===== src/rtl/ssp_pkg.sv =====
// Shared constants, register codes and controller/datapath interface types.
package ssp_pkg;

    localparam int CFG_IDX_W  = 2;
    localparam int CFG_DATA_W = 7;
    localparam int ROWS_CFG_W = 7;
    localparam int COLS_CFG_W = 6;

    localparam logic [CFG_IDX_W-1:0] REG_FRAME_ROWS = 2'd0;
    localparam logic [CFG_IDX_W-1:0] REG_FRAME_COLS = 2'd1;

    localparam logic [ROWS_CFG_W-1:0] FRAME_ROWS_RESET = 7'd4;
    localparam logic [COLS_CFG_W-1:0] FRAME_COLS_RESET = 6'd4;

    // Commands from the controller to the datapath.
    typedef struct packed {
        logic rd_en;     // read column word, capture sample on a normal read
        logic col_step;  // shift window, write back column word
        logic flush;     // last-row sweep: no write back, end flag on last word
        logic row_ge1;   // row above exists
        logic row_ge2;   // row two above exists
        logic left1;     // column to the left exists
        logic left2;     // column two to the left exists
        logic load_a;    // load result for column minus one
        logic load_b;    // load result for the last column
    } dp_cmd_t;

    typedef struct packed {
        logic out_free;  // output register can take a word this cycle
    } dp_status_t;

endpackage


===== src/rtl/ssp_ctrl.sv =====
// Controller: frame size registers, raster position and step sequencing.
module ssp_ctrl
    import ssp_pkg::*;
#(
    parameter int MAX_ROWS = 64,
    parameter int MAX_COLS = 32
) (
    input  logic                  clk,
    input  logic                  rst_n,
    input  logic                  in_valid,
    output logic                  in_ready,
    input  logic                  cfg_valid,
    output logic                  cfg_ready,
    input  logic [CFG_IDX_W-1:0]  cfg_index,
    input  logic [CFG_DATA_W-1:0] cfg_data,
    input  dp_status_t            status,
    output dp_cmd_t               cmd,
    output logic [((MAX_COLS > 1) ? $clog2(MAX_COLS) : 1)-1:0] col_addr
);

    localparam int ROW_W = (MAX_ROWS > 1) ? $clog2(MAX_ROWS) : 1;
    localparam int COL_W = (MAX_COLS > 1) ? $clog2(MAX_COLS) : 1;

    typedef enum logic [2:0] {
        S_IDLE,
        S_COL,
        S_EMIT_A,
        S_EMIT_B,
        S_FLUSH_RD
    } state_t;

    state_t                  state_reg,    state_next;
    logic [ROW_W-1:0]        row_pos_reg,  row_pos_next;
    logic [COL_W-1:0]        col_pos_reg,  col_pos_next;
    logic [COL_W-1:0]        step_col_reg, step_col_next;
    logic                    ge1_reg,      ge1_next;
    logic                    ge2_reg,      ge2_next;
    logic                    flush_reg,    flush_next;
    logic                    last_reg,     last_next;
    logic [ROWS_CFG_W-1:0]   rows_cfg_reg, rows_cfg_next;
    logic [COLS_CFG_W-1:0]   cols_cfg_reg, cols_cfg_next;

    logic [ROW_W-1:0] last_row;
    logic [COL_W-1:0] last_col;
    logic [ROW_W-1:0] r_eff;
    logic [COL_W-1:0] c_eff;
    logic             emit_ok;
    logic             at_last_col;
    state_t           after_state;
    logic [COL_W-1:0] after_col;
    logic             after_flush;
    logic             after_ge1;

    // Clamp the size registers into 1..MAX.
    always_comb
    begin
        if (rows_cfg_reg == '0)
            last_row = '0;
        else if (32'(rows_cfg_reg) > MAX_ROWS)
            last_row = ROW_W'(MAX_ROWS - 1);
        else
            last_row = ROW_W'(rows_cfg_reg - ROWS_CFG_W'(1));

        if (cols_cfg_reg == '0)
            last_col = '0;
        else if (32'(cols_cfg_reg) > MAX_COLS)
            last_col = COL_W'(MAX_COLS - 1);
        else
            last_col = COL_W'(cols_cfg_reg - COLS_CFG_W'(1));
    end

    always_comb
    begin
        if ((row_pos_reg > last_row) || (col_pos_reg > last_col))
        begin
            r_eff = '0;
            c_eff = '0;
        end
        else
        begin
            r_eff = row_pos_reg;
            c_eff = col_pos_reg;
        end
    end

    assign emit_ok     = flush_reg | ge1_reg;
    assign at_last_col = (step_col_reg == last_col);

    // Where to go once all results of one column step are out.
    always_comb
    begin
        after_state = S_IDLE;
        after_col   = step_col_reg;
        after_flush = flush_reg;
        after_ge1   = ge1_reg;
        if (flush_reg)
        begin
            if (!at_last_col)
            begin
                after_state = S_FLUSH_RD;
                after_col   = step_col_reg + COL_W'(1);
            end
        end
        else if (last_reg)
        begin
            after_state = S_FLUSH_RD;
            after_col   = '0;
            after_flush = 1'b1;
            after_ge1   = (last_row != '0);
        end
    end

    always_comb
    begin
        state_next    = state_reg;
        row_pos_next  = row_pos_reg;
        col_pos_next  = col_pos_reg;
        step_col_next = step_col_reg;
        ge1_next      = ge1_reg;
        ge2_next      = ge2_reg;
        flush_next    = flush_reg;
        last_next     = last_reg;
        rows_cfg_next = rows_cfg_reg;
        cols_cfg_next = cols_cfg_reg;

        unique case (state_reg)
            S_IDLE:
            begin
                if (cfg_valid)
                begin
                    unique case (cfg_index)
                        REG_FRAME_ROWS:
                        begin
                            rows_cfg_next = cfg_data[ROWS_CFG_W-1:0];
                            row_pos_next  = '0;
                            col_pos_next  = '0;
                        end
                        REG_FRAME_COLS:
                        begin
                            cols_cfg_next = cfg_data[COLS_CFG_W-1:0];
                            row_pos_next  = '0;
                            col_pos_next  = '0;
                        end
                        default:
                        begin
                        end
                    endcase
                end
                else if (in_valid)
                begin
                    step_col_next = c_eff;
                    ge1_next      = (r_eff != '0);
                    ge2_next      = (r_eff > ROW_W'(1));
                    flush_next    = 1'b0;
                    last_next     = (r_eff == last_row) && (c_eff == last_col);
                    if ((r_eff == last_row) && (c_eff == last_col))
                    begin
                        row_pos_next = '0;
                        col_pos_next = '0;
                    end
                    else if (c_eff == last_col)
                    begin
                        row_pos_next = r_eff + ROW_W'(1);
                        col_pos_next = '0;
                    end
                    else
                    begin
                        row_pos_next = r_eff;
                        col_pos_next = c_eff + COL_W'(1);
                    end
                    state_next = S_COL;
                end
            end
            S_COL:
            begin
                if (emit_ok && (step_col_reg != '0))
                    state_next = S_EMIT_A;
                else if (emit_ok && at_last_col)
                    state_next = S_EMIT_B;
                else
                begin
                    state_next    = after_state;
                    step_col_next = after_col;
                    flush_next    = after_flush;
                    ge1_next      = after_ge1;
                end
            end
            S_EMIT_A:
            begin
                if (status.out_free)
                begin
                    if (at_last_col)
                        state_next = S_EMIT_B;
                    else
                    begin
                        state_next    = after_state;
                        step_col_next = after_col;
                        flush_next    = after_flush;
                        ge1_next      = after_ge1;
                    end
                end
            end
            S_EMIT_B:
            begin
                if (status.out_free)
                begin
                    state_next    = after_state;
                    step_col_next = after_col;
                    flush_next    = after_flush;
                    ge1_next      = after_ge1;
                end
            end
            S_FLUSH_RD:
            begin
                state_next = S_COL;
            end
            default:
            begin
                state_next = S_IDLE;
            end
        endcase
    end

    always_ff @(posedge clk or negedge rst_n)
    begin
        if (!rst_n)
        begin
            state_reg    <= S_IDLE;
            row_pos_reg  <= '0;
            col_pos_reg  <= '0;
            step_col_reg <= '0;
            ge1_reg      <= 1'b0;
            ge2_reg      <= 1'b0;
            flush_reg    <= 1'b0;
            last_reg     <= 1'b0;
            rows_cfg_reg <= FRAME_ROWS_RESET;
            cols_cfg_reg <= FRAME_COLS_RESET;
        end
        else
        begin
            state_reg    <= state_next;
            row_pos_reg  <= row_pos_next;
            col_pos_reg  <= col_pos_next;
            step_col_reg <= step_col_next;
            ge1_reg      <= ge1_next;
            ge2_reg      <= ge2_next;
            flush_reg    <= flush_next;
            last_reg     <= last_next;
            rows_cfg_reg <= rows_cfg_next;
            cols_cfg_reg <= cols_cfg_next;
        end
    end

    // A size write takes the idle cycle; hold the input word until it is done.
    assign in_ready  = (state_reg == S_IDLE) && !cfg_valid;
    assign cfg_ready = (state_reg == S_IDLE);
    assign col_addr  = (state_reg == S_IDLE) ? c_eff : step_col_reg;

    always_comb
    begin
        cmd.rd_en    = ((state_reg == S_IDLE) && in_valid && !cfg_valid)
                       || (state_reg == S_FLUSH_RD);
        cmd.col_step = (state_reg == S_COL);
        cmd.flush    = (state_reg != S_IDLE) && flush_reg;
        cmd.row_ge1  = ge1_reg;
        cmd.row_ge2  = ge2_reg;
        cmd.left1    = (step_col_reg != '0);
        cmd.left2    = (step_col_reg > COL_W'(1));
        cmd.load_a   = (state_reg == S_EMIT_A) && status.out_free;
        cmd.load_b   = (state_reg == S_EMIT_B) && status.out_free;
    end

endmodule


===== src/rtl/ssp_datapath.sv =====
// Datapath: column memory, three-column window, sign spread and output register.
module ssp_datapath
    import ssp_pkg::*;
#(
    parameter int MAX_COLS     = 32,
    parameter int SAMPLE_WIDTH = 16
) (
    input  logic                           clk,
    input  logic                           rst_n,
    input  dp_cmd_t                        cmd,
    input  logic [((MAX_COLS > 1) ? $clog2(MAX_COLS) : 1)-1:0] col_addr,
    input  logic signed [SAMPLE_WIDTH-1:0] sample_in,
    output logic signed [SAMPLE_WIDTH-1:0] sample_out,
    output logic                           frame_end,
    output logic                           out_valid,
    input  logic                           out_ready,
    output dp_status_t                     status
);

    localparam int WORD_W = SAMPLE_WIDTH + 2;

    // Column word: {latest value, its negative flag, flag of the row above it}.
    logic [WORD_W-1:0] mem [MAX_COLS];

    logic [WORD_W-1:0]              rd_word_reg;
    logic signed [SAMPLE_WIDTH-1:0] sample_reg;
    logic signed [SAMPLE_WIDTH-1:0] val0_reg, val1_reg;
    logic                           v0_reg, v1_reg, v2_reg;
    logic signed [SAMPLE_WIDTH-1:0] sample_out_reg;
    logic                           frame_end_reg;
    logic                           out_valid_reg;

    logic signed [SAMPLE_WIDTH-1:0] rd_value;
    logic                           rd_neg;
    logic                           rd_prev_neg;
    logic                           sample_neg;
    logic                           vert;
    logic                           near_a, near_b;
    logic signed [SAMPLE_WIDTH-1:0] res_a, res_b;

    assign rd_value    = rd_word_reg[WORD_W-1:2];
    assign rd_neg      = rd_word_reg[1];
    assign rd_prev_neg = rd_word_reg[0];
    assign sample_neg  = sample_reg[SAMPLE_WIDTH-1];

    always_comb
    begin
        if (cmd.flush)
            vert = rd_neg | (cmd.row_ge1 & rd_prev_neg);
        else
            vert = sample_neg | (cmd.row_ge1 & rd_neg) | (cmd.row_ge2 & rd_prev_neg);
    end

    assign near_a = (cmd.left2 & v2_reg) | v1_reg | v0_reg;
    assign near_b = (cmd.left1 & v1_reg) | v0_reg;

    always_comb
    begin
        res_a = val1_reg;
        if (!val1_reg[SAMPLE_WIDTH-1] && (val1_reg != '0) && near_a)
            res_a = -val1_reg;
        res_b = val0_reg;
        if (!val0_reg[SAMPLE_WIDTH-1] && (val0_reg != '0) && near_b)
            res_b = -val0_reg;
    end

    always_ff @(posedge clk)
    begin
        if (cmd.rd_en)
            rd_word_reg <= mem[col_addr];
        if (cmd.col_step && !cmd.flush)
            mem[col_addr] <= {sample_reg, sample_neg, rd_neg};
    end

    always_ff @(posedge clk)
    begin
        if (cmd.rd_en && !cmd.flush)
            sample_reg <= sample_in;
        if (cmd.col_step)
        begin
            val1_reg <= val0_reg;
            val0_reg <= rd_value;
            v2_reg   <= v1_reg;
            v1_reg   <= v0_reg;
            v0_reg   <= vert;
        end
    end

    always_ff @(posedge clk or negedge rst_n)
    begin
        if (!rst_n)
            out_valid_reg <= 1'b0;
        else if (cmd.load_a || cmd.load_b)
            out_valid_reg <= 1'b1;
        else if (out_ready)
            out_valid_reg <= 1'b0;
    end

    always_ff @(posedge clk)
    begin
        if (cmd.load_a)
        begin
            sample_out_reg <= res_a;
            frame_end_reg  <= 1'b0;
        end
        else if (cmd.load_b)
        begin
            sample_out_reg <= res_b;
            frame_end_reg  <= cmd.flush;
        end
    end

    assign sample_out      = sample_out_reg;
    assign frame_end       = frame_end_reg;
    assign out_valid       = out_valid_reg;
    assign status.out_free = !out_valid_reg || out_ready;

endmodule


===== src/rtl/sign_spread_3x3_stencil.sv =====
// Top level of the 3x3 sign spread stencil over a raster-order sample stream.
//
// Usage:
//   Input channel (in_valid/in_ready, sample_in) takes one signed word per
//   sample of a frame in raster order. Output channel (out_valid/out_ready,
//   sample_out, frame_end) returns the processed frame in raster order, one
//   row behind the input; frame_end marks the last word of the frame.
//   Config channel (cfg_valid/cfg_ready, cfg_index, cfg_data) sets
//   frame_rows (index 0) and frame_cols (index 1); cfg_ready is high while
//   the block is idle, and a write there holds off the input word.
//   Any size write restarts the frame at row 0, column 0. Write only while idle.
// Steps:
//   Each input word is accepted, then takes a column step, then an emit step
//   per result it releases (0 to 2); the accept reads and the column step
//   rewrites one word of the single-port column memory.
//   The frame's final word then sweeps the stored last row: a read and a
//   column step per column, plus an emit step per result.
// Reset: the output register empties, the position returns to the frame
//   start and the size registers go to 4 x 4; the column memory is not cleared.
// Stall: a result waits in the output register while out_ready is low;
//   the controller, with more to load, holds in emit and takes no new input.
module sign_spread_3x3_stencil
    import ssp_pkg::*;
#(
    parameter int MAX_ROWS     = 64,
    parameter int MAX_COLS     = 32,
    parameter int SAMPLE_WIDTH = 16
) (
    input  logic                           clk,
    input  logic                           rst_n,
    input  logic                           in_valid,
    output logic                           in_ready,
    input  logic signed [SAMPLE_WIDTH-1:0] sample_in,
    output logic                           out_valid,
    input  logic                           out_ready,
    output logic signed [SAMPLE_WIDTH-1:0] sample_out,
    output logic                           frame_end,
    input  logic                           cfg_valid,
    output logic                           cfg_ready,
    input  logic [CFG_IDX_W-1:0]           cfg_index,
    input  logic [CFG_DATA_W-1:0]          cfg_data
);

    localparam int COL_W = (MAX_COLS > 1) ? $clog2(MAX_COLS) : 1;

    dp_cmd_t          cmd;
    dp_status_t       status;
    logic [COL_W-1:0] col_addr;

    // Sequencing: position tracking, size clamping, emit and flush order.
    ssp_ctrl #(
        .MAX_ROWS (MAX_ROWS),
        .MAX_COLS (MAX_COLS)
    ) u_ctrl (
        .clk       (clk),
        .rst_n     (rst_n),
        .in_valid  (in_valid),
        .in_ready  (in_ready),
        .cfg_valid (cfg_valid),
        .cfg_ready (cfg_ready),
        .cfg_index (cfg_index),
        .cfg_data  (cfg_data),
        .status    (status),
        .cmd       (cmd),
        .col_addr  (col_addr)
    );

    // Storage and arithmetic: column memory, window, output register.
    ssp_datapath #(
        .MAX_COLS     (MAX_COLS),
        .SAMPLE_WIDTH (SAMPLE_WIDTH)
    ) u_datapath (
        .clk        (clk),
        .rst_n      (rst_n),
        .cmd        (cmd),
        .col_addr   (col_addr),
        .sample_in  (sample_in),
        .sample_out (sample_out),
        .frame_end  (frame_end),
        .out_valid  (out_valid),
        .out_ready  (out_ready),
        .status     (status)
    );

endmodule


===== config.mk =====
export PLATFORM = sky130hd
export DESIGN_NAME = sign_spread_3x3_stencil
export DESIGN_NICKNAME = d
export VERILOG_FILES = /design/src/rtl/ssp_pkg.sv /design/src/rtl/ssp_ctrl.sv /design/src/rtl/ssp_datapath.sv /design/src/rtl/sign_spread_3x3_stencil.sv
export SDC_FILE = /design/constraint.sdc
export NUM_CORES = 1
export LEC_CHECK = 0
export BUFFER_PORTS_ARGS = -buffer_cell sky130_fd_sc_hd__buf_2
export CAP_MARGIN = 10
export CORE_MARGIN = 2
export CORE_UTILIZATION = 65
export CTS_BUF_LIST = sky130_fd_sc_hd__clkbuf_2
export CTS_CLUSTER_SIZE = 24
export DETAILED_ROUTE_END_ITERATION = 10
export HOLD_SLACK_MARGIN = 0.03
export PLACE_DENSITY = 0.89
export SYNTH_ARGS = -nofsm -noshare
export SYNTH_HDL_FRONTEND = slang
export SYNTH_SLANG_ARGS = --single-unit

===== constraint.sdc =====
create_clock -name clk -period 7.8 [get_ports clk]
set_clock_uncertainty 0.2 [all_clocks]
set_input_delay 0.78 -clock clk [delete_from_list [all_inputs] [get_ports clk]]
set_output_delay 0.78 -clock clk [all_outputs]
set_load 0.02 [all_outputs]

==> parameters.txt <==
Parameter                              Value

STA
  Number of max-slew violations in the final report    0
  Post-route clock period utilization    81.6%
  Sum of negative setup slack    0 ns
  Worst slew margin relative to its limit    17.7%
  Measured slew at the worst slew-check pin    1.23 ns
  Final Hold Violating Endpoints    0
  Highest Clock Rate    157 MHz
  Final setup violation count    0
  Setup repair after global routing missed its margin    false
  Min Clock Period, post-route    6.36 ns

Drt
  Routed via count    15600
  Starting DRC count in detailed routing    1851
  Routed wire length    62700 um
  Count of antenna-violating nets left after detailed routing    0
  Drc violations    0
  Detailed Routing Iterations Pass 1    6
  Via density    6.60
  Post-DR wirelength/cell    26.6 um

Setup path
  Setup slack, reg-to-reg    1.44 ns
  Critical path class    flip-flop to flip-flop
  Reg2Reg Depth    16
  Nature of the critical path startpoint    flip-flop
  Critical path's largest stage delay    1.01 ns
  Critical path required time    8.60 ns
  Depth of the critical timing path with buffers and inverters included    16
  Buf/Inv on CP    2
  Worst reg2reg path endpoint    u_datapath.rd_word_reg[5]$_DFFE_PP_
  Critical path data arrival time    7.16 ns
  Worst-path fanout max    17
  Critical R2R Launch    u_ctrl.rows_cfg_reg[0]$_DFFE_PN0P_
  Worst path slowest cell    sky130_fd_sc_hd__nor2_2
  Cell family with most CP delay    simple AND/OR/NAND/NOR gates
  Kind of end point of the critical path    flip-flop
  Worst setup endpoint    u_datapath.rd_word_reg[5]$_DFFE_PP_
  Launching instance or port of the critical path    u_ctrl.rows_cfg_reg[0]$_DFFE_PN0P_
  Cells along the critical path    inv_1 > ha_1 > or4b_2 > a21boi_0 > nor2_1 > inv_1 > ha_1 > nand4_1 > a21oi_1 > o31ai_2 > nand2_1 > nor2_1 > a21boi_0 > nor2_2 > a22oi_1 > nand4_1

GRT
  Pin count of the biggest net entering global routing    78
  First-pass GRT wire length    95000 um
  Number of antenna violations at the first check in global routing    3
  Number of global-route vias before repair    16000
  Tot GR Track Use    29.6%
  Leftover overflow at the end of global routing    0

Floorplanning
  Die ar.    43200 um^2
  Standard-cell row count    74
  Die boundary width    208 um
  Die boundary height    208 um
  Effective utilization at floorplan    66.0%
  Number of top-level pins    50
  Area of the placeable core    40900 um^2

Synthesis
  Mean post-synth cell area    18.2 um^2
  Adder and majority gate portion of the synthesized area    1.13%
  Portion of the post-synthesis area used by sequential elements    73.3%
  Leading register cell type out of synthesis    sky130_fd_sc_hd__edfxtp_1
  Dominant combinational cell family by area after synthesis    multiplexers
  EDFF count, synth    628
  Library cells used by synthesis    82
  Leading area contributor after synthesis    sky130_fd_sc_hd__edfxtp_1
  Mux share of post-synthesis cell area    11.9%
  Simple-gate share of the synthesized area    5.40%
  Net count of the mapped netlist    1538
  Commonest cells in the netlist    sky130_fd_sc_hd__edfxtp_1 (628), sky130_fd_sc_hd__mux4_2 (136), sky130_fd_sc_hd__nor2_1 (83), sky130_fd_sc_hd__nand2_1 (71), sky130_fd_sc_hd__a22oi_1 (69)
  Async set-reset flop share out of synthesis    5.56%
  Flops & latches, synth    666
  Yosys warning total    0
  Post-synthesis cell area    27000 um^2
  Yosys top cell area share    69.8%
  Gate Count Post-Synth    1486
  Top area cells in the synthesized netlist    sky130_fd_sc_hd__edfxtp_1 (70%), sky130_fd_sc_hd__mux4_2 (11%), sky130_fd_sc_hd__dfrtp_1 (3.2%)
  Synth Area in Compound Gates    5.57%
  Most frequent cell after synthesis    sky130_fd_sc_hd__edfxtp_1
  Area share of xor/xnor cells in the synthesized design    1.10%

Power
  Internal power component    5.99 mW
  Sequential cell fraction of total power    49.3%
  Power, Total    8.65 mW
  Total power divided by cell area    288 nW/um^2
  Combinational power share    24.4%
  NetSw    2.66 mW
  Switching share of power    30.8%
  Clock group share of total power    26.4%
  Worst voltage drop across the vdd grid    0.271 mV
  Leak pwr    10.0 nW

Clock network
  H-tree level count    4
  Total CTS buffers    155
  Maximum root-to-sink buffer count    3
  # Post-CTS Setup Buffers    0
  Clock root cell    sky130_fd_sc_hd__clkbuf_2
  Clock insertion delay at the later pin of the skew report    1.22 ns
  Clock-pin slew reported for the worst setup and hold paths after clock tree synthesis    0.10 ns
  TritonCTS clock tree    built
  CTS sink cnt    666

Cells and area
  Synthesis-to-layout area growth    11.0%
  Largest register FFs    544
  Nets    1761
  Fillers    2320
  Layout cell share with drive strength beyond 1    28.0%

Status
  Outcome    complete, no violations

Run
  Number of max-cap violations    0

Placed design
  HPWL Detailed    38000 um
  Number of buffers added on ports    49
  Final weighted congestion of routability-driven global placement    0.940

Worst hold path
  Type of the tightest min-delay check    primary input to flip-flop
## cell type report
class / instances / area [um^2] / area share [%]
inverters: 33 / 124 / 0.413
clock inverters: 47 / 337 / 1.12
multi-input cells: 717 / 6840 / 22.8
flip-flops and latches: 666 / 19800 / 66.0
diodes: 2 / 5.00 / 0.0167
clock buffers: 225 / 1130 / 3.75
well taps: 532 / 666 / 2.22
repair buffers: 136 / 1090 / 3.64
## placed cells by master (no fill, tap or decap), drive strengths merged, types with 39 or more instances in the layout
cell type,instances
a22oi,69
buf,89
clkbuf,225
dlygate4sd3,47
edfxtp,628
inv,39
mux4,136
nand2,71
nor2,84
o21ai,49
## through the flow
stage | util (%) | instance area, um^2 | worst slack [ns] | std cells | hold WS [ns]
final | 73.3 | 30000 | 1.44 | 2358 | 0.126
after global routing | 73.3 | 30000 | 0.834 | 2357 | 0.0420
after CTS | 73.1 | 29900 | 1.41 | 2351 | 0.0343
after detailed placement | 68.3 | 28000 | 1.47 | 2032 | 0.234
after global placement | 68.3 | 28000 | 1.67 | 2032 | 0.221
after floorplan | - | 27000 | 2.52 | 1486 | 0.200
## repair_timing
| action | in CTS | in global routing |
|---|---|---|
| hold buffers | 47 | 0 |
| setup endpoints to repair | 0 | 0 |
| gates resized for setup | 0 | 0 |
| hold endpoints to repair | 81 | 0 |
## kinds of logic after synthesis
logic type	after synthesis
mux	150
fa+ha+maj	25
flops	666
xor+xnor	34
buf+inv	103
compound gates	217
simple gates	291
## layer usage
| metal | part of all wire [%] | global-route usage, % | up-vias |
|---|---|---|---|
| met2 | 49 | 47.5 | 1121 |
| met1 | 35 | 37.9 | 7647 |
| met3 | 12 | 9.80 | 222 |
| met4 | 3.8 | 12.0 | 2 |
| li1 | - | - | 6573 |
| met5 | 0.014 | 0 | - |
## worst reg2reg max path, cell delays in order (launching register included)
cell                       delay [ns]
sky130_fd_sc_hd__dfrtp_1         0.44
sky130_fd_sc_hd__inv_1           0.14
sky130_fd_sc_hd__ha_1            0.31
sky130_fd_sc_hd__or4b_2          0.60
sky130_fd_sc_hd__a21boi_0        0.28
sky130_fd_sc_hd__nor2_1          0.13
sky130_fd_sc_hd__inv_1           0.11
sky130_fd_sc_hd__ha_1            0.24
sky130_fd_sc_hd__nand4_1         0.11
sky130_fd_sc_hd__a21oi_1         0.06
sky130_fd_sc_hd__o31ai_2         0.57
sky130_fd_sc_hd__nand2_1         0.47
sky130_fd_sc_hd__nor2_1          0.54
sky130_fd_sc_hd__a21boi_0        0.40
sky130_fd_sc_hd__nor2_2          1.01
sky130_fd_sc_hd__a22oi_1         0.43
sky130_fd_sc_hd__nand4_1         0.21
## power by group through the flow
stage	Combinational, mW	Sequential, mW	Clock (mW)
finish	2.11	4.26	2.28
global route	2.27	4.28	2.47
CTS	2.09	4.26	2.30
detailed placement	2.05	4.35	0
global placement	1.99	4.33	0
floorplan	1.57	4.27	0
## how the worst min path moves through the flow
stage	start	endpoint	slack (ns)	cells after the start
after floorplan	u_datapath.rd_word_reg[2]$_DFFE_PP_	u_datapath.val0_reg[0]$_DFFE_PN_	0.20	0
after global placement	u_datapath.rd_word_reg[16]$_DFFE_PP_	u_datapath.val0_reg[14]$_DFFE_PN_	0.22	0
after detailed placement	u_datapath.rd_word_reg[15]$_DFFE_PP_	u_datapath.val0_reg[13]$_DFFE_PN_	0.23	0
after CTS	sample_in[5]	u_datapath.sample_reg[5]$_DFFE_PP_	0.03	2
after global routing	sample_in[5]	u_datapath.sample_reg[5]$_DFFE_PP_	0.04	2
final	cfg_index[1]	u_ctrl.rows_cfg_reg[2]$_DFFE_PN1P_	0.13	5
No activity file was read; power rests on OpenSTA's default activity.
